$ cat config.mk
export PLATFORM = sky130hd
export DESIGN_NAME = gamepad_poll_edge_detect_top
export DESIGN_NICKNAME = d
export VERILOG_FILES = /design/src/design/gpe_pkg.sv /design/src/design/gamepad_poll_edge_detect_top.sv
export SDC_FILE = /design/constraint.sdc
export NUM_CORES = 1
export LEC_CHECK = 0
export ABC_AREA = 1
export BUFFER_PORTS_ARGS = -buffer_cell sky130_fd_sc_hd__buf_2
export CAP_MARGIN = 20
export CORE_MARGIN = 5
export CORE_UTILIZATION = 30
export DETAILED_ROUTE_END_ITERATION = 8
export PLACE_DENSITY = 0.48
export SYNTH_ARGS = -nofsm -noshare
export SYNTH_HDL_FRONTEND = slang
export SYNTH_SLANG_ARGS = --single-unit
$ cat constraint.sdc
create_clock -name clk -period 4.9 [get_ports clk]
set_input_delay 0.245 -clock clk [delete_from_list [all_inputs] [get_ports clk]]
set_output_delay 0.245 -clock clk [all_outputs]
set_load 0.05 [all_outputs]
$ cat src/design/gpe_pkg.sv
// Package for the game controller poll-frame master.
// Holds the op codes, protocol bytes, frame positions and the result record.
// No dependencies; used by gamepad_poll_edge_detect_top.
package gpe_pkg;

    typedef enum logic [1:0] {
        OP_TICK  = 2'd0,
        OP_VIB   = 2'd1,
        OP_START = 2'd2,
        OP_XCHG  = 2'd3
    } op_t;

    localparam logic [7:0] CMD_START = 8'h01;
    localparam logic [7:0] CMD_POLL  = 8'h42;
    localparam logic [7:0] CMD_ZERO  = 8'h00;
    localparam logic [7:0] MODE_DIG  = 8'h41;
    localparam logic [7:0] MODE_ANA  = 8'h73;
    localparam logic [7:0] HDR_OK    = 8'h5A;
    localparam logic [7:0] IDLE_BYTE = 8'hFF;

    localparam logic [7:0] AXIS_MID_RESET = 8'd128;

    localparam logic [3:0] POS_NONE   = 4'd0;
    localparam logic [3:0] POS_POLL   = 4'd1;
    localparam logic [3:0] POS_MODE   = 4'd2;
    localparam logic [3:0] POS_HDR    = 4'd3;
    localparam logic [3:0] POS_BTN_LO = 4'd4;
    localparam logic [3:0] POS_BTN_HI = 4'd5;
    localparam logic [3:0] POS_AXIS0  = 4'd6;
    localparam logic [3:0] POS_AXIS1  = 4'd7;
    localparam logic [3:0] POS_AXIS2  = 4'd8;
    localparam logic [3:0] POS_AXIS3  = 4'd9;

    localparam int REG_ANALOG_MID = 0;

    typedef struct packed {
        logic [7:0]  left_y;
        logic [7:0]  left_x;
        logic [7:0]  right_y;
        logic [7:0]  right_x;
        logic [15:0] released;
        logic [15:0] pressed;
        logic [15:0] buttons;
        logic [7:0]  cmd_byte;
        logic        frame_end;
        logic        success;
    } result_t;

endpackage

$ cat src/design/gamepad_poll_edge_detect_top.sv
// Game controller poll-frame master: top level.
// Throughput: one request per cycle while the skid buffer is empty; the output
// register plus a one-entry skid buffer let a request enter while the previous
// result waits downstream.
// Reset (rst_n, async, active low): no frame open, buttons all ones, masks clear,
// axes and analog_mid at 128, motors off, output and skid empty.
module gamepad_poll_edge_detect_top
(
    input  logic        clk,
    input  logic        rst_n,
    // request stream
    input  logic        s_tvalid,
    output logic        s_tready,
    input  logic [31:0] s_tdata,   // resp_byte, small_motor, large_motor, duration_steps
    input  logic [1:0]  s_tuser,   // op
    // result stream
    output logic        m_tvalid,
    input  logic        m_tready,
    output logic [87:0] m_tdata,   // cmd_byte, buttons, pressed, released,
                                   // right_x, right_y, left_x, left_y
    output logic        m_tuser,   // success
    output logic        m_tlast,   // frame_end
    // configuration
    input  logic        psel,
    input  logic        penable,
    input  logic        pwrite,
    input  logic [2:0]  paddr,
    input  logic [31:0] pwdata,
    output logic [31:0] prdata,
    output logic        pready
);

    // configuration register
    logic [7:0] analog_mid_reg;
    logic       cfg_wr;
    logic       cfg_hit;

    assign pready  = 1'b1;
    assign cfg_hit = (32'(paddr[2]) == gpe_pkg::REG_ANALOG_MID);
    assign cfg_wr  = psel && penable && pwrite && pready && cfg_hit;
    assign prdata  = cfg_hit ? {24'd0, analog_mid_reg} : 32'd0;

    always_ff @(posedge clk or negedge rst_n)
    begin
        if (!rst_n)
            analog_mid_reg <= gpe_pkg::AXIS_MID_RESET;
        else if (cfg_wr)
            analog_mid_reg <= pwdata[7:0];
    end

    // request fields
    gpe_pkg::op_t op;
    logic [7:0]   resp_byte;
    logic [7:0]   small_motor;
    logic [7:0]   large_motor;
    logic [7:0]   duration_steps;

    assign op             = gpe_pkg::op_t'(s_tuser);
    assign resp_byte      = s_tdata[7:0];
    assign small_motor    = s_tdata[15:8];
    assign large_motor    = s_tdata[23:16];
    assign duration_steps = s_tdata[31:24];

    // frame and controller state
    logic        frame_open_reg,    frame_open_next;
    logic [3:0]  frame_pos_reg,     frame_pos_next;
    logic [7:0]  mode_seen_reg,     mode_seen_next;
    logic [7:0]  header_seen_reg,   header_seen_next;
    logic [15:0] button_state_reg,  button_state_next;
    logic [15:0] last_buttons_reg,  last_buttons_next;
    logic [15:0] pressed_mask_reg,  pressed_mask_next;
    logic [15:0] released_mask_reg, released_mask_next;
    logic [7:0]  axis_reg [4];
    logic [7:0]  axis_next [4];
    logic        vib_small_reg,     vib_small_next;
    logic [7:0]  vib_large_reg,     vib_large_next;
    logic [7:0]  vib_count_reg,     vib_count_next;

    gpe_pkg::result_t res_next;
    gpe_pkg::result_t out_reg;
    gpe_pkg::result_t skid_reg;
    logic             out_valid_reg;
    logic             skid_valid_reg;
    logic             accept;
    logic             take;

    assign s_tready = !skid_valid_reg;
    assign accept   = s_tvalid && s_tready;
    assign take     = out_valid_reg && m_tready;

    always_comb
    begin
        logic mode_ok;
        logic finish;
        logic ok;
        logic [7:0] cmd;

        frame_open_next    = frame_open_reg;
        frame_pos_next     = frame_pos_reg;
        mode_seen_next     = mode_seen_reg;
        header_seen_next   = header_seen_reg;
        button_state_next  = button_state_reg;
        last_buttons_next  = last_buttons_reg;
        pressed_mask_next  = pressed_mask_reg;
        released_mask_next = released_mask_reg;
        for (int i = 0; i < 4; i++)
            axis_next[i] = axis_reg[i];
        vib_small_next     = vib_small_reg;
        vib_large_next     = vib_large_reg;
        vib_count_next     = vib_count_reg;

        mode_ok = (mode_seen_reg == gpe_pkg::MODE_DIG) || (mode_seen_reg == gpe_pkg::MODE_ANA);
        finish  = 1'b0;
        ok      = 1'b0;
        cmd     = gpe_pkg::IDLE_BYTE;

        case (op)
            gpe_pkg::OP_TICK:
            begin
                if (vib_count_reg != 8'd0)
                begin
                    vib_count_next = vib_count_reg - 8'd1;
                    if (vib_count_reg == 8'd1)
                    begin
                        vib_small_next = 1'b0;
                        vib_large_next = 8'd0;
                    end
                end
            end
            gpe_pkg::OP_VIB:
            begin
                vib_small_next = (small_motor != 8'd0);
                vib_large_next = large_motor;
                vib_count_next = duration_steps;
            end
            gpe_pkg::OP_START:
            begin
                frame_open_next  = 1'b1;
                frame_pos_next   = gpe_pkg::POS_POLL;
                mode_seen_next   = 8'd0;
                header_seen_next = 8'd0;
                cmd              = gpe_pkg::CMD_START;
            end
            default:
            begin
                if (frame_open_reg)
                begin
                    case (frame_pos_reg)
                        gpe_pkg::POS_POLL:
                        begin
                            cmd            = gpe_pkg::CMD_POLL;
                            frame_pos_next = gpe_pkg::POS_MODE;
                        end
                        gpe_pkg::POS_MODE:
                        begin
                            mode_seen_next = resp_byte;
                            cmd            = gpe_pkg::CMD_ZERO;
                            frame_pos_next = gpe_pkg::POS_HDR;
                        end
                        gpe_pkg::POS_HDR:
                        begin
                            header_seen_next = resp_byte;
                            if (mode_ok)
                            begin
                                cmd            = {7'd0, vib_small_reg};
                                frame_pos_next = gpe_pkg::POS_BTN_LO;
                            end
                            else
                                finish = 1'b1;  // bad mode never succeeds
                        end
                        gpe_pkg::POS_BTN_LO:
                        begin
                            button_state_next = {button_state_reg[15:8], resp_byte};
                            cmd               = vib_large_reg;
                            frame_pos_next    = gpe_pkg::POS_BTN_HI;
                        end
                        gpe_pkg::POS_BTN_HI:
                        begin
                            button_state_next = {resp_byte, button_state_reg[7:0]};
                            if (mode_seen_reg == gpe_pkg::MODE_DIG)
                            begin
                                for (int i = 0; i < 4; i++)
                                    axis_next[i] = analog_mid_reg;
                                finish = 1'b1;
                                ok     = (header_seen_reg == gpe_pkg::HDR_OK);
                            end
                            else
                            begin
                                cmd            = gpe_pkg::CMD_ZERO;
                                frame_pos_next = gpe_pkg::POS_AXIS0;
                            end
                        end
                        gpe_pkg::POS_AXIS0, gpe_pkg::POS_AXIS1, gpe_pkg::POS_AXIS2:
                        begin
                            axis_next[frame_pos_reg[1:0] - 2'd2] = resp_byte;
                            cmd            = gpe_pkg::CMD_ZERO;
                            frame_pos_next = frame_pos_reg + 4'd1;
                        end
                        gpe_pkg::POS_AXIS3:
                        begin
                            axis_next[3] = resp_byte;
                            finish       = 1'b1;
                            ok           = mode_ok && (header_seen_reg == gpe_pkg::HDR_OK);
                        end
                        default:
                        begin
                            finish = 1'b1;
                        end
                    endcase
                end
            end
        endcase

        if (finish)
        begin
            frame_open_next = 1'b0;
            frame_pos_next  = gpe_pkg::POS_NONE;
        end
        if (ok)
        begin
            pressed_mask_next  = ~button_state_next & last_buttons_reg;
            released_mask_next = button_state_next & ~last_buttons_reg;
            last_buttons_next  = button_state_next;
        end

        res_next.cmd_byte  = cmd;
        res_next.frame_end = !frame_open_next;
        res_next.success   = ok;
        res_next.buttons   = button_state_next;
        res_next.pressed   = pressed_mask_next;
        res_next.released  = released_mask_next;
        res_next.right_x   = axis_next[0];
        res_next.right_y   = axis_next[1];
        res_next.left_x    = axis_next[2];
        res_next.left_y    = axis_next[3];
    end

    always_ff @(posedge clk or negedge rst_n)
    begin
        if (!rst_n)
        begin
            frame_open_reg    <= 1'b0;
            frame_pos_reg     <= gpe_pkg::POS_NONE;
            mode_seen_reg     <= 8'd0;
            header_seen_reg   <= 8'd0;
            button_state_reg  <= 16'hFFFF;
            last_buttons_reg  <= 16'hFFFF;
            pressed_mask_reg  <= 16'd0;
            released_mask_reg <= 16'd0;
            for (int i = 0; i < 4; i++)
                axis_reg[i] <= gpe_pkg::AXIS_MID_RESET;
            vib_small_reg     <= 1'b0;
            vib_large_reg     <= 8'd0;
            vib_count_reg     <= 8'd0;
        end
        else if (accept)
        begin
            frame_open_reg    <= frame_open_next;
            frame_pos_reg     <= frame_pos_next;
            mode_seen_reg     <= mode_seen_next;
            header_seen_reg   <= header_seen_next;
            button_state_reg  <= button_state_next;
            last_buttons_reg  <= last_buttons_next;
            pressed_mask_reg  <= pressed_mask_next;
            released_mask_reg <= released_mask_next;
            for (int i = 0; i < 4; i++)
                axis_reg[i] <= axis_next[i];
            vib_small_reg     <= vib_small_next;
            vib_large_reg     <= vib_large_next;
            vib_count_reg     <= vib_count_next;
        end
    end

    // output register with one-entry skid buffer
    always_ff @(posedge clk or negedge rst_n)
    begin
        if (!rst_n)
        begin
            out_valid_reg  <= 1'b0;
            skid_valid_reg <= 1'b0;
        end
        else if (take || !out_valid_reg)
        begin
            if (skid_valid_reg)
            begin
                out_valid_reg  <= 1'b1;
                skid_valid_reg <= 1'b0;
            end
            else
                out_valid_reg <= accept;
        end
        else if (accept)
            skid_valid_reg <= 1'b1;
    end

    always_ff @(posedge clk)
    begin
        if (take || !out_valid_reg)
        begin
            if (skid_valid_reg)
                out_reg <= skid_reg;
            else if (accept)
                out_reg <= res_next;
        end
        else if (accept)
            skid_reg <= res_next;
    end

    assign m_tvalid = out_valid_reg;
    assign m_tdata  = {out_reg.left_y, out_reg.left_x, out_reg.right_y, out_reg.right_x,
                       out_reg.released, out_reg.pressed, out_reg.buttons, out_reg.cmd_byte};
    assign m_tuser  = out_reg.success;
    assign m_tlast  = out_reg.frame_end;

`ifndef SYNTHESIS
    a_skid_implies_out: assert property (@(posedge clk) disable iff (!rst_n)
        skid_valid_reg |-> out_valid_reg)
        else $error("skid entry held while output register empty");

    a_success_ends_frame: assert property (@(posedge clk) disable iff (!rst_n)
        (out_valid_reg && out_reg.success) |-> out_reg.frame_end)
        else $error("success reported on an open frame");

    a_frame_pos_range: assert property (@(posedge clk) disable iff (!rst_n)
        frame_open_reg |-> (frame_pos_reg >= gpe_pkg::POS_POLL) &&
                           (frame_pos_reg <= gpe_pkg::POS_AXIS3))
        else $error("open frame with position out of range");

    a_closed_pos_zero: assert property (@(posedge clk) disable iff (!rst_n)
        !frame_open_reg |-> (frame_pos_reg == gpe_pkg::POS_NONE))
        else $error("closed frame with nonzero position");
`endif

endmodule
==> results.md, run 1 <==
- Crit path time final: between 3000 and 4000 ps
- CTS tree: done
- Asr flop ratio synth: approximately 44%
- Nets: 1,955
- Final setup viols: 0
- Slew @ Worst Pin: approximately 1100 ps
- Final hold viol count: 0
- GPL Wtd Cong: 0.817
- CP max stage delay: 660 ps
- Residual DRC: 0
- CP Cell Sequence: inv_2 > nand2_2 > nor2_4 > buf_4 > buf_4
- Synthesis-to-finish area growth: 17.7%
- Aggregate global-route resource usage: between 10% and 20%
- Most frequent cells in the layout: nand2_1 (711), edfxtp_1 (180), buf_2 (148)
- Root Driver: clkbuf_16
- Max FFs per register: 90
- Unrepaired setup endpoints after global routing: no
- Worst min path class: input pin to flop
- Final core utilization: a little over a third
- Post-synthesis cell count: 1,720
- Commonest non-fill, non-tap cell in the layout: nand2_1
- Post-synthesis simple-gate area fraction: roughly 28%
- Worst path slowest cell: dfrtp_4
- DR iter-0 viols: a little under 1,000
- Worst Skew: between 15 and 20 ps
- Worst-Skew Late Latency: 550 ps
- Post-synth cell types: 42
- Syn_area_per_cell: slightly below 9 um2
- Core Region: approximately 50,000 um2
- Height of the chip: 235 um
- Mux cell area share after synthesis: 0%
- Post-Synth XOR/XNOR Area: less than 1%
- WP data arrival: 3570 ps
- Yosys reg bits: ~320
- Average wire per standard cell: approximately 16 um
- Crit path kind: flop to flop
- Gr ovfl total: 0
- CP Max Fanout: 39
- Setup bufs post-CTS: 0
- IO buf count: 149
- Maximum capacitance violations: 0
- Rel. slew slack: between 20% and 30%
- Pwr dens: 443 nW/um2
- Share of layout cells above drive strength 1: ~17%
- Static Leak: 8.17 nW
- H-Tree Level Count: 2
- Drt pass-1 iters: 5
- Full die area: roughly 55,000 um2
- Compound-Gate Fraction of Synth Area: 5.83%
- Hpwl dp: 27.6 mm
- TritonCTS Buffers: 39
- Clock buffer depth: 3
- Setup TNS: 0 ps
- Max VDD drop: 0.000179 V
- ANT nets after route: 0
- Synth warn: 0
- Achievable Freq: 0.294 GHz
- Crit. End Element: flop
- Hold slack: around 35 ps
- Vias in the first global route: ~12,000
- Max-slew violation count: 0
- Crit path launch type: flop
- Die W: about 240 um
- Main combinational cell family by area after synthesis: simple AND/OR/NAND/NOR gates
- Most common cell on crit path: buf_4
- Cell Area, Synth: between 15,000 and 20,000 um2
- First-pass GRT wire length: ~67 mm
- Row count: between 80 and 90
- Status: completed
- Vias per cell: between 4 and 5
- Adder-cell share of the synthesized area: 0.493%
- Clk slew on worst S/H paths: 50 ps
- IO Count: 201
- Primary FF master, synth: edfxtp_1
- Initial antenna violation count: 2
- Routed wire length: about 42 mm
- Post-synth EDFFs: 180
- Routed vias: approximately 12,000
- Seq/Total Area, Yosys: 59.4%
- Largest net degree at the start of global routing: 93
- Clk sinks: 324
- Part of the cycle the worst path needs: between 60% and 70%
- Starting density of the core: a little under a third
- WP data required: around 5000 ps
[final cells by class]
| class | count | area (um2) |
|---|---|---|
| sequential | 324 | 9060 |
| fill | 5120 | 32200 |
| clock buffer | 57 | 1070 |
| antenna | 1 | 2.50 |
| tap | 672 | 841 |
| multi-input combinational | 1201 | 5300 |
| clock inverter | 12 | 118 |
| timing repair buffer | 181 | 1070 |
| inverter | 126 | 473 |
[where the power goes]
part,total [mW],switching (mW),internal (mW)
sequential,3.44,0.166,3.27
clock,2.76,1.14,1.62
combinational,1.76,1.31,0.443
[synth_stat cells, drive strengths merged, types with 2 or more instances]
master	count	area share [%]
o21ai	105	3.6
nand4	12	0.53
a21oi	37	1.5
nand2	732	18
buf	52	2.3
or2	2	0.082
conb	2	0.049
and2	9	0.37
nor4	2	0.082
a22oi	8	0.39
dfstp	37	6.4
inv	124	3.1
clkbuf	40	0.99
ha	6	0.49
dfrtp	107	18
xor2	2	0.12
edfxtp	180	35
nand3	108	4.3
nor2	139	3.7
o211ai	4	0.20
clkinv	2	0.049
nor3	5	0.16
o22ai	2	0.082
[stage by stage]
| stage | setup WS [ps] | area (um2) | power (mW) | cells |
|---|---|---|---|---|
| 2_1_floorplan | 1150 | 15300 | 4.76 | 1743 |
| 3_3_place_gp | 1400 | 16500 | 5.21 | 2484 |
| 3_5_place_dp | 1370 | 16500 | 5.24 | 2484 |
| 4_1_cts | 1370 | 17900 | 8.06 | 2573 |
| 5_1_grt | 1250 | 17900 | 8.39 | 2573 |
| 6_report | 1500 | 17900 | 7.95 | 2574 |
[worst max-delay path, delay by kind of cell, from the launching register on]
kind                   cells  cell delay, ps
and+or+nand+nor            2             870
DFF                        1             660
buffers and inverters      3            1470
[per-layer routing]
metal | up-vias | wire, um | global-route usage, % | share of wire [%]
met5 | - | 21 | 0 | 0.050
met4 | 4 | 1030 | 4.42 | 2.4
met3 | 63 | 2180 | 2.79 | 5.2
met2 | 306 | 20000 | 24.8 | 47
met1 | 5561 | 19000 | 20.1 | 45
li1 | 5799 | - | - | -
[timing repair]
item,CTS,global route
hold buffers,20,0
hold endpoints to repair,70,0
gates resized for setup,0,0
setup endpoints to repair,0,0
[path summary, 6_finish.rpt]
kind / startpoint / end / slack (ps) / depth (start not counted)
worst max register to register: skid_valid_reg / skid_reg[10] / 1500 / 5
worst min-delay path: s_tdata[27] / vib_count_reg[3] / 40 / 3
worst min register to register: axis_reg[15] / axis_reg[15] / 470 / 2
min in group asynchronous: rst_n / axis_reg[13] / 300 / 2
worst max-delay path: skid_valid_reg / skid_reg[10] / 1500 / 5
max in group asynchronous: rst_n / axis_reg[29] / 3440 / 3
[cell families (layout without fill, tap and decap cells)]
family	after synthesis	count (layout)
xor+xnor	2	2
fa+ha+maj	6	6
compound gates	158	158
simple gates	1010	1010
flops	324	324
buf+inv	218	376
other cells	2	26
Power figures use the tool's default switching activity.
==> inputs of run 2 (changes only) <==
- ABC_AREA: 1 -> 0
- clock period: 4.9 -> 3.05 ns (I/O delays scaled with it)
==> run 2 against run 1 <==
Global-route usage fell by 0.28 points. Via count fell by 6.8%. Non-clock buffer count rose by 61. Sequential cell count did not move. Sequential share of layout area fell by 1.8 points. Critical path depth rose by 2. First-iteration DRC count fell by 34%. Wire length fell by 0.88%. Largest power group unchanged.
==> results.md, run 2 <==
- Placed cell areas: 17,000 um2 (was 16,500 um2)
- Synthesis-to-finish area growth: 21.3% (was 17.7%)
- Static Leak: 7.35 nW (was 8.17 nW)
- Residual DRC: 0 (unchanged)
- Gr ovfl total: 0 (unchanged)
- WP data arrival: 3250 ps (was 3570 ps)
- Routed wire length: 41.9 mm (was 42.2 mm)
- Worst min path class: input pin to flop (unchanged)
- Antenna diodes: 0 (was 1)
- Part of the cycle the worst path needs: 97.0% (was 69.4%)
- FILL cells: 4,915 (was 5,120)
- Die W: 236 um (was 235 um)
- Height of the chip: 236 um (was 235 um)
- Synth cell count leaders: edfxtp_1 (180), o21ai_0 (155), nand2_1 (123) (was nand2_1 (711), edfxtp_1 (180), nor2_1 (134))
- Vias in the first global route: 11,100 (was 11,600)
- First-pass GRT wire length: 65.6 mm (was 66.7 mm)
- Worst Skew: 18.6 ps (was 18.3 ps)
- CTS tree: done (unchanged)
- Max-slew violation count: 0 (unchanged)
- Setup bufs post-CTS: 0 (unchanged)
- Placed instance count: 2,139 (was 2,484)
- Aggregate global-route resource usage: 14.7% (was 15.0%)
- Most frequent cells in the layout: edfxtp_1 (180), o21ai_0 (155), buf_2 (148) (was nand2_1 (711), edfxtp_1 (180), buf_2 (148))
- Sequential cell area: 9050 um2 (was 9060 um2)
- TritonCTS Buffers: 39 (unchanged)
- Final setup viols: 0 (unchanged)
- Nets: 1,618 (was 1,955)
- Clk sinks: 324 (unchanged)
- Hold slack: 34.6 ps (was 35.3 ps)
- Post-synthesis cell count: 1,352 (was 1,720)
- Maximum capacitance violations: 0 (unchanged)
- Non-filler cells, final: 2,239 (was 2,574)
- Final core utilization: 36.9% (was 35.7%)
- Design area: 18,600 um2 (was 17,900 um2)
- Initial antenna violation count: 0 (was 2)
- Area leader, netlist: edfxtp_1 (unchanged)
- Pwr dens: 775 nW/um2 (was 443 nW/um2)
- Crit path launch type: flop (unchanged)
- Max FFs per register: 90 (unchanged)
- Average wire per standard cell: 18.7 um (was 16.4 um)
- Worst-Skew Late Latency: 560 ps (was 550 ps)
- DR iter-0 viols: 631 (was 961)
- Routed vias: 10,900 (was 11,700)
- Unrepaired setup endpoints after global routing: no (unchanged)
- Vias per cell: 4.88 (was 4.56)
- Crit path kind: flop to flop (unchanged)
- WP data required: 3340 ps (was 5070 ps)
- Clock buffer depth: 3 (unchanged)
- GPL Wtd Cong: 0.787 (was 0.817)
- Syn_area_per_cell: 11.3 um2 (was 8.86 um2)
- Share of layout cells above drive strength 1: 28.0% (was 16.8%)
- IO buf count: 149 (unchanged)
- Rel. slew slack: 25.9% (was 27.7%)
- Asr flop ratio synth: 44.4% (unchanged)
- Synth warn: 0 (unchanged)
- Post-synth EDFFs: 180 (unchanged)
- Crit path time final: 2960 ps (was 3400 ps)
- CP Max Fanout: 11 (was 39)
- Starting density of the core: 30.4% (about the same)
- Commonest non-fill, non-tap cell in the layout: edfxtp_1 (was nand2_1)
- Clk slew on worst S/H paths: 60 ps (was 50 ps)
- ANT nets after route: 0 (unchanged)
- Achievable Freq: 0.338 GHz (was 0.294 GHz)
- IO Count: 201 (unchanged)
- Largest net degree at the start of global routing: 102 (was 93)
- Primary FF master, synth: edfxtp_1 (unchanged)
- Max VDD drop: 0.000401 V (was 0.000179 V)
- Cell Area, Synth: 15,300 um2 (was 15,200 um2)
- Crit. End Element: flop (unchanged)
- Drt pass-1 iters: 7 (was 5)
- Ranking of synthesized cells by area: edfxtp_1 (35%), dfrtp_1 (17%), mux2_2 (8.2%), dfstp_2 (6.3%), o21ai_0 (5.1%) (was edfxtp_1 (35%), dfrtp_1 (18%), nand2_1 (18%), dfstp_2 (6.4%), nor2_1 (3.3%))
- Area of the multi-input gates: 5590 um2 (was 5300 um2)
- Area share of the largest cell type after synthesis: 35.3% (was 35.5%)
- Seq/Total Area, Yosys: 59.1% (was 59.4%)
- Full die area: 55,700 um2 (was 55,400 um2)
- Status: completed (unchanged)
- Slew @ Worst Pin: 1110 ps (was 1080 ps)
- Count leader, synth: edfxtp_1 (was nand2_1)
- Final hold viol count: 0 (unchanged)
- Total power: 14.4 mW (was 7.95 mW)
- H-Tree Level Count: 2 (unchanged)
- Root Driver: clkbuf_16 (unchanged)
- Yosys reg bits: 324 (unchanged)
- Post-synth cell types: 61 (was 42)
- Hpwl dp: 27.3 mm (was 27.6 mm)
- Row count: 82 (unchanged)
- Core Region: 50,400 um2 (was 50,200 um2)
run 2: kinds of logic after synthesis:
family,Yosys count,synth area share [%]
AO/OA/AOI/OAI,329,13.3
adder cells (fa/ha/maj),6,0.490
AND/OR/NAND/NOR,381,12.3
flip-flops,324,59.1
other,2,0.0490
multiplexers,130,9.41
XOR/XNOR,3,0.172
buffers and inverters,177,5.19
run 2: path summary, 6_finish.rpt:
| kind | start | to | slack [ps] | depth (start not counted) |
|---|---|---|---|---|
| max | mode_seen_reg[3] | m_tdata[33] | 90 | 7 |
| min in group asynchronous | rst_n | analog_mid_reg[3] | 240 | 2 |
| max reg2reg | mode_seen_reg[3] | m_tdata[33] | 90 | 7 |
| min | s_tuser[1] | frame_open_reg | 30 | 4 |
| max in group asynchronous | rst_n | last_buttons_reg[9] | 1880 | 3 |
| min reg2reg | header_seen_reg[2] | header_seen_reg[2] | 470 | 2 |
run 2: where the power goes:
| part | total (mW) | internal, mW | leakage, nW | switching, mW |
|---|---|---|---|---|
| sequential | 6.10 | 5.57 | 3.39 | 0.535 |
| clock | 4.50 | 2.62 | 0.599 | 1.88 |
| combinational | 3.79 | 1.40 | 3.36 | 2.39 |
| total | 14.4 | 9.59 | 7.35 | 4.81 |
run 2: what timing repair did:
action | in CTS | in global routing
endpoints found under the hold margin | 91 | 0
endpoints found under the setup margin | 32 | 6
hold buffers | 26 | 0
gates resized for setup | 1 | 3
gates cloned | 1 | 1
pin swaps | 0 | 3
run 2: metal layers:
layer / vias to the layer above / GRT usage (%) / share of wire, %
li1: 5276 / - / -
met1: 5366 / 19.2 / 44
met2: 228 / 25.2 / 50
met3: 66 / 2.46 / 3.9
met4: 0 / 4.28 / 2.2
met5: - / 0 / 0
run 2: layout make-up:
type	count	area share (%)
clock inverters	23	1.08
well taps	672	4.52
clock buffers	49	5.45
repair buffers	242	9.03
flip-flops and latches	324	48.7
inverters	55	1.12
multi-input cells	874	30.1
run 2: worst max-delay path, cell delays in order, from the launching register on:
cell     delay (ps)
dfrtp_1         400
or4b_4          540
o41a_1          440
or4_4           530
buf_12          200
buf_4           170
mux2i_1         150
mux2_2          270
run 2: stage by stage:
step           TNS (ps)  setup WS [ps]
2_1_floorplan         0            214
3_3_place_gp      -64.0          -19.3
3_5_place_dp       -613          -80.7
4_1_cts               0           17.1
5_1_grt               0           30.9
6_report              0           90.9
==> inputs of run 3 (changes only) <==
==> constraint.sdc (replaced) <==
create_clock -name clk -period 3.05 [get_ports clk]
set_input_delay 0.305 -clock clk [delete_from_list [all_inputs] [get_ports clk]]
set_output_delay 0.305 -clock clk [all_outputs]
set_load 0.05 [all_outputs]
==> run 3 against run 2 <==
Final cell count is essentially flat. Setup slack lost 13 ps. Cell area shrank 0.19%. Global-route usage is essentially flat. Register-to-register slack is essentially flat. Hold slack lost 11 ps. Sequential power is essentially flat. Clock power grew 4%. Utilization shrank 0.070 points. First-iteration DRC count grew 21%. Die area is the same. Critical path type unchanged. Critical endpoint is now m_tdata[27].
==> results.md, run 3 (same netlist as run 2, synthesis figures left out) <==
- Worst-Skew Late Latency: 560 ps (about the same)
- Clk slew on worst S/H paths: 60 ps (about the same)
- Full die area: 55,700 um2 (unchanged)
- GPL Wtd Cong: 0.775 (was 0.787)
- Static Leak: 7.35 nW (about the same)
- Setup crit end: m_tdata[27] (was m_tdata[33])
- First-pass GRT wire length: 65.5 mm (was 65.6 mm)
- ANT nets after route: 0 (unchanged)
- WP data required: 3360 ps (was 3340 ps)
- Most frequent cells in the layout: edfxtp_1 (180), o21ai_0 (155), buf_2 (148) (unchanged)
- DR iter-0 viols: 763 (was 631)
- Antenna diodes: 0 (unchanged)
- Final setup viols: 0 (unchanged)
- Top Layer Used: met4 (unchanged)
- Clk sinks: 324 (unchanged)
- Worst r2r src: mode_seen_reg[3] (unchanged)
- WP data arrival: 3280 ps (was 3250 ps)
- Max FFs per register: 90 (unchanged)
- Unrepaired setup endpoints after global routing: no (unchanged)
- Total power: 14.5 mW (was 14.4 mW)
- Crit path launch type: flop (unchanged)
- Worst R2R Path Depth: 6 (was 7)
- Die W: 236 um (unchanged)
- Achievable Freq: 0.336 GHz (was 0.338 GHz)
- Nets: 1,615 (was 1,618)
- Synthesis-to-finish area growth: 21.1% (was 21.3%)
- Gr ovfl total: 0 (unchanged)
- CP max stage delay: 550 ps (was 540 ps)
- Most common cell on crit path: mux2_2
- Initial antenna violation count: 0 (unchanged)
- Crit path launch: mode_seen_reg[3] (unchanged)
- Worst min path class: input pin to flop (unchanged)
- Height of the chip: 236 um (unchanged)
- CP Max Fanout: 12 (was 11)
- Max-slew violation count: 0 (unchanged)
- Placed cell areas: 17,100 um2 (was 17,000 um2)
- Worst Skew: 19.8 ps (was 18.6 ps)
- Residual DRC: 0 (unchanged)
- Design area: 18,600 um2 (about the same)
- Crit path kind: flop to flop (unchanged)
- Routed wire length: 41.8 mm (was 41.9 mm)
- Met3 routed wirelength: 1.80 mm (was 1.63 mm)
- Clock buffer depth: 3 (unchanged)
- Average wire per standard cell: 18.7 um (about the same)
- Root Driver: clkbuf_16 (unchanged)
- Crit path time final: 2970 ps (was 2960 ps)
- Max VDD drop: 0.000387 V (was 0.000401 V)
- Aggregate global-route resource usage: 14.7% (about the same)
- Wire length on met2: 20.9 mm (was 20.8 mm)
- Routed vias: 10,900 (about the same)
- Part of the cycle the worst path needs: 97.5% (was 97.0%)
- Status: completed (unchanged)
- Vias per cell: 4.89 (was 4.88)
- CTS tree: done (unchanged)
- H-Tree Level Count: 2 (unchanged)
- Worst reg2reg setup slack: 80 ps (was 90 ps)
- Row count: 82 (unchanged)
- Worst path slowest cell: or4b_4 (unchanged)
- Pre-CTS WS: -60.4 ps (was -80.7 ps)
- Reg2reg end: m_tdata[27] (was m_tdata[33])
- Hpwl dp: 27.8 mm (was 27.3 mm)
- TritonCTS Buffers: 40 (was 39)
- Final WS setup: 77.7 ps (was 90.9 ps)
- CP Cell Sequence: or4b_4 > o41a_1 > or4_4 > bufbuf_16 > mux2_2 > mux2_2 (was or4b_4 > o41a_1 > or4_4 > buf_12 > buf_4 > mux2i_1 > mux2_2)
- Rel. slew slack: 28.3% (was 25.9%)
- IO buf count: 149 (unchanged)
- Vias in the first global route: 11,100 (about the same)
- Pwr dens: 783 nW/um2 (was 775 nW/um2)
- Drt pass-1 iters: 5 (was 7)
- Largest net degree at the start of global routing: 73 (was 102)
- Core Region: 50,400 um2 (unchanged)
- M1 WL: 18.4 mm (was 18.6 mm)
- Maximum capacitance violations: 0 (unchanged)
- Starting density of the core: 30.4% (unchanged)
- Commonest non-fill, non-tap cell in the layout: edfxtp_1 (unchanged)
- IO Count: 201 (unchanged)
- Slew @ Worst Pin: 1070 ps (was 1110 ps)
- Share of layout cells above drive strength 1: 28.1% (was 28.0%)
- Crit. End Element: flop (unchanged)
- Final hold viol count: 0 (unchanged)
run 3: final cells by class:
type	count	area, um2
Clock inverter	18	169
Tap cell	672	841
Sequential cell	324	9050
Inverter	55	209
Timing Repair Buffer	238	1590
Clock buffer	56	1110
Fill cell	4980	31800
Multi-Input combinational cell	874	5580
run 3: critical path: cells and delay by family, from the launching register on:
family,cells,cell delay (ps)
buffers and inverters,1,310
flip-flops,1,400
AO/OA/AOI/OAI,1,440
AND/OR/NAND/NOR,2,1030
multiplexers,2,540
run 3: per-stage QoR:
| stage | hold WS [ps] | TNS (ps) | utilization [%] | std cells |
|---|---|---|---|---|
| 6_report | 24.0 | 0 | 36.8 | 2237 |
| 5_1_grt | 24.4 | 0 | 36.8 | 2237 |
| 4_1_cts | 4.68 | 0 | 36.8 | 2237 |
| 3_5_place_dp | 383 | -243 | 33.9 | 2146 |
| 3_3_place_gp | 375 | 0 | 33.9 | 2146 |
| 2_1_floorplan | 9.41 | 0 | - | 1375 |
run 3: power by group:
group / internal, mW / switching, mW
logic: 1.39 / 2.39
clock network: 2.80 / 1.86
registers: 5.57 / 0.526
total: 9.76 / 4.78
run 3: routing by layer:
layer,vias to the layer above,global-route usage [%]
met5,-,0
met4,0,3.55
met3,55,2.91
met2,251,25.4
met1,5378,18.9
li1,5261,-
run 3: how the worst min path moves through the flow:
stage / startpoint / endpoint / slack [ps] / cells past startpoint
after global placement: rst_n / axis_reg[22] / 380 / 1
after CTS: s_tdata[16] / vib_large_reg[0] / 5 / 3
after detailed placement: rst_n / analog_mid_reg[0] / 380 / 1
final: s_tdata[16] / vib_large_reg[0] / 20 / 3
after global routing: s_tdata[24] / vib_count_reg[0] / 20 / 3
after floorplan: rst_n / analog_mid_reg[0] / 9 / 0
run 3: what timing repair did:
item                                    CTS  global route
buffers inserted                          0             0
gates cloned                              1             0
endpoints found under the setup margin   36             5
pin swaps                                 1             1
hold buffers                             16             0
hold endpoints to repair                 63             0
gates resized for setup                   1             0
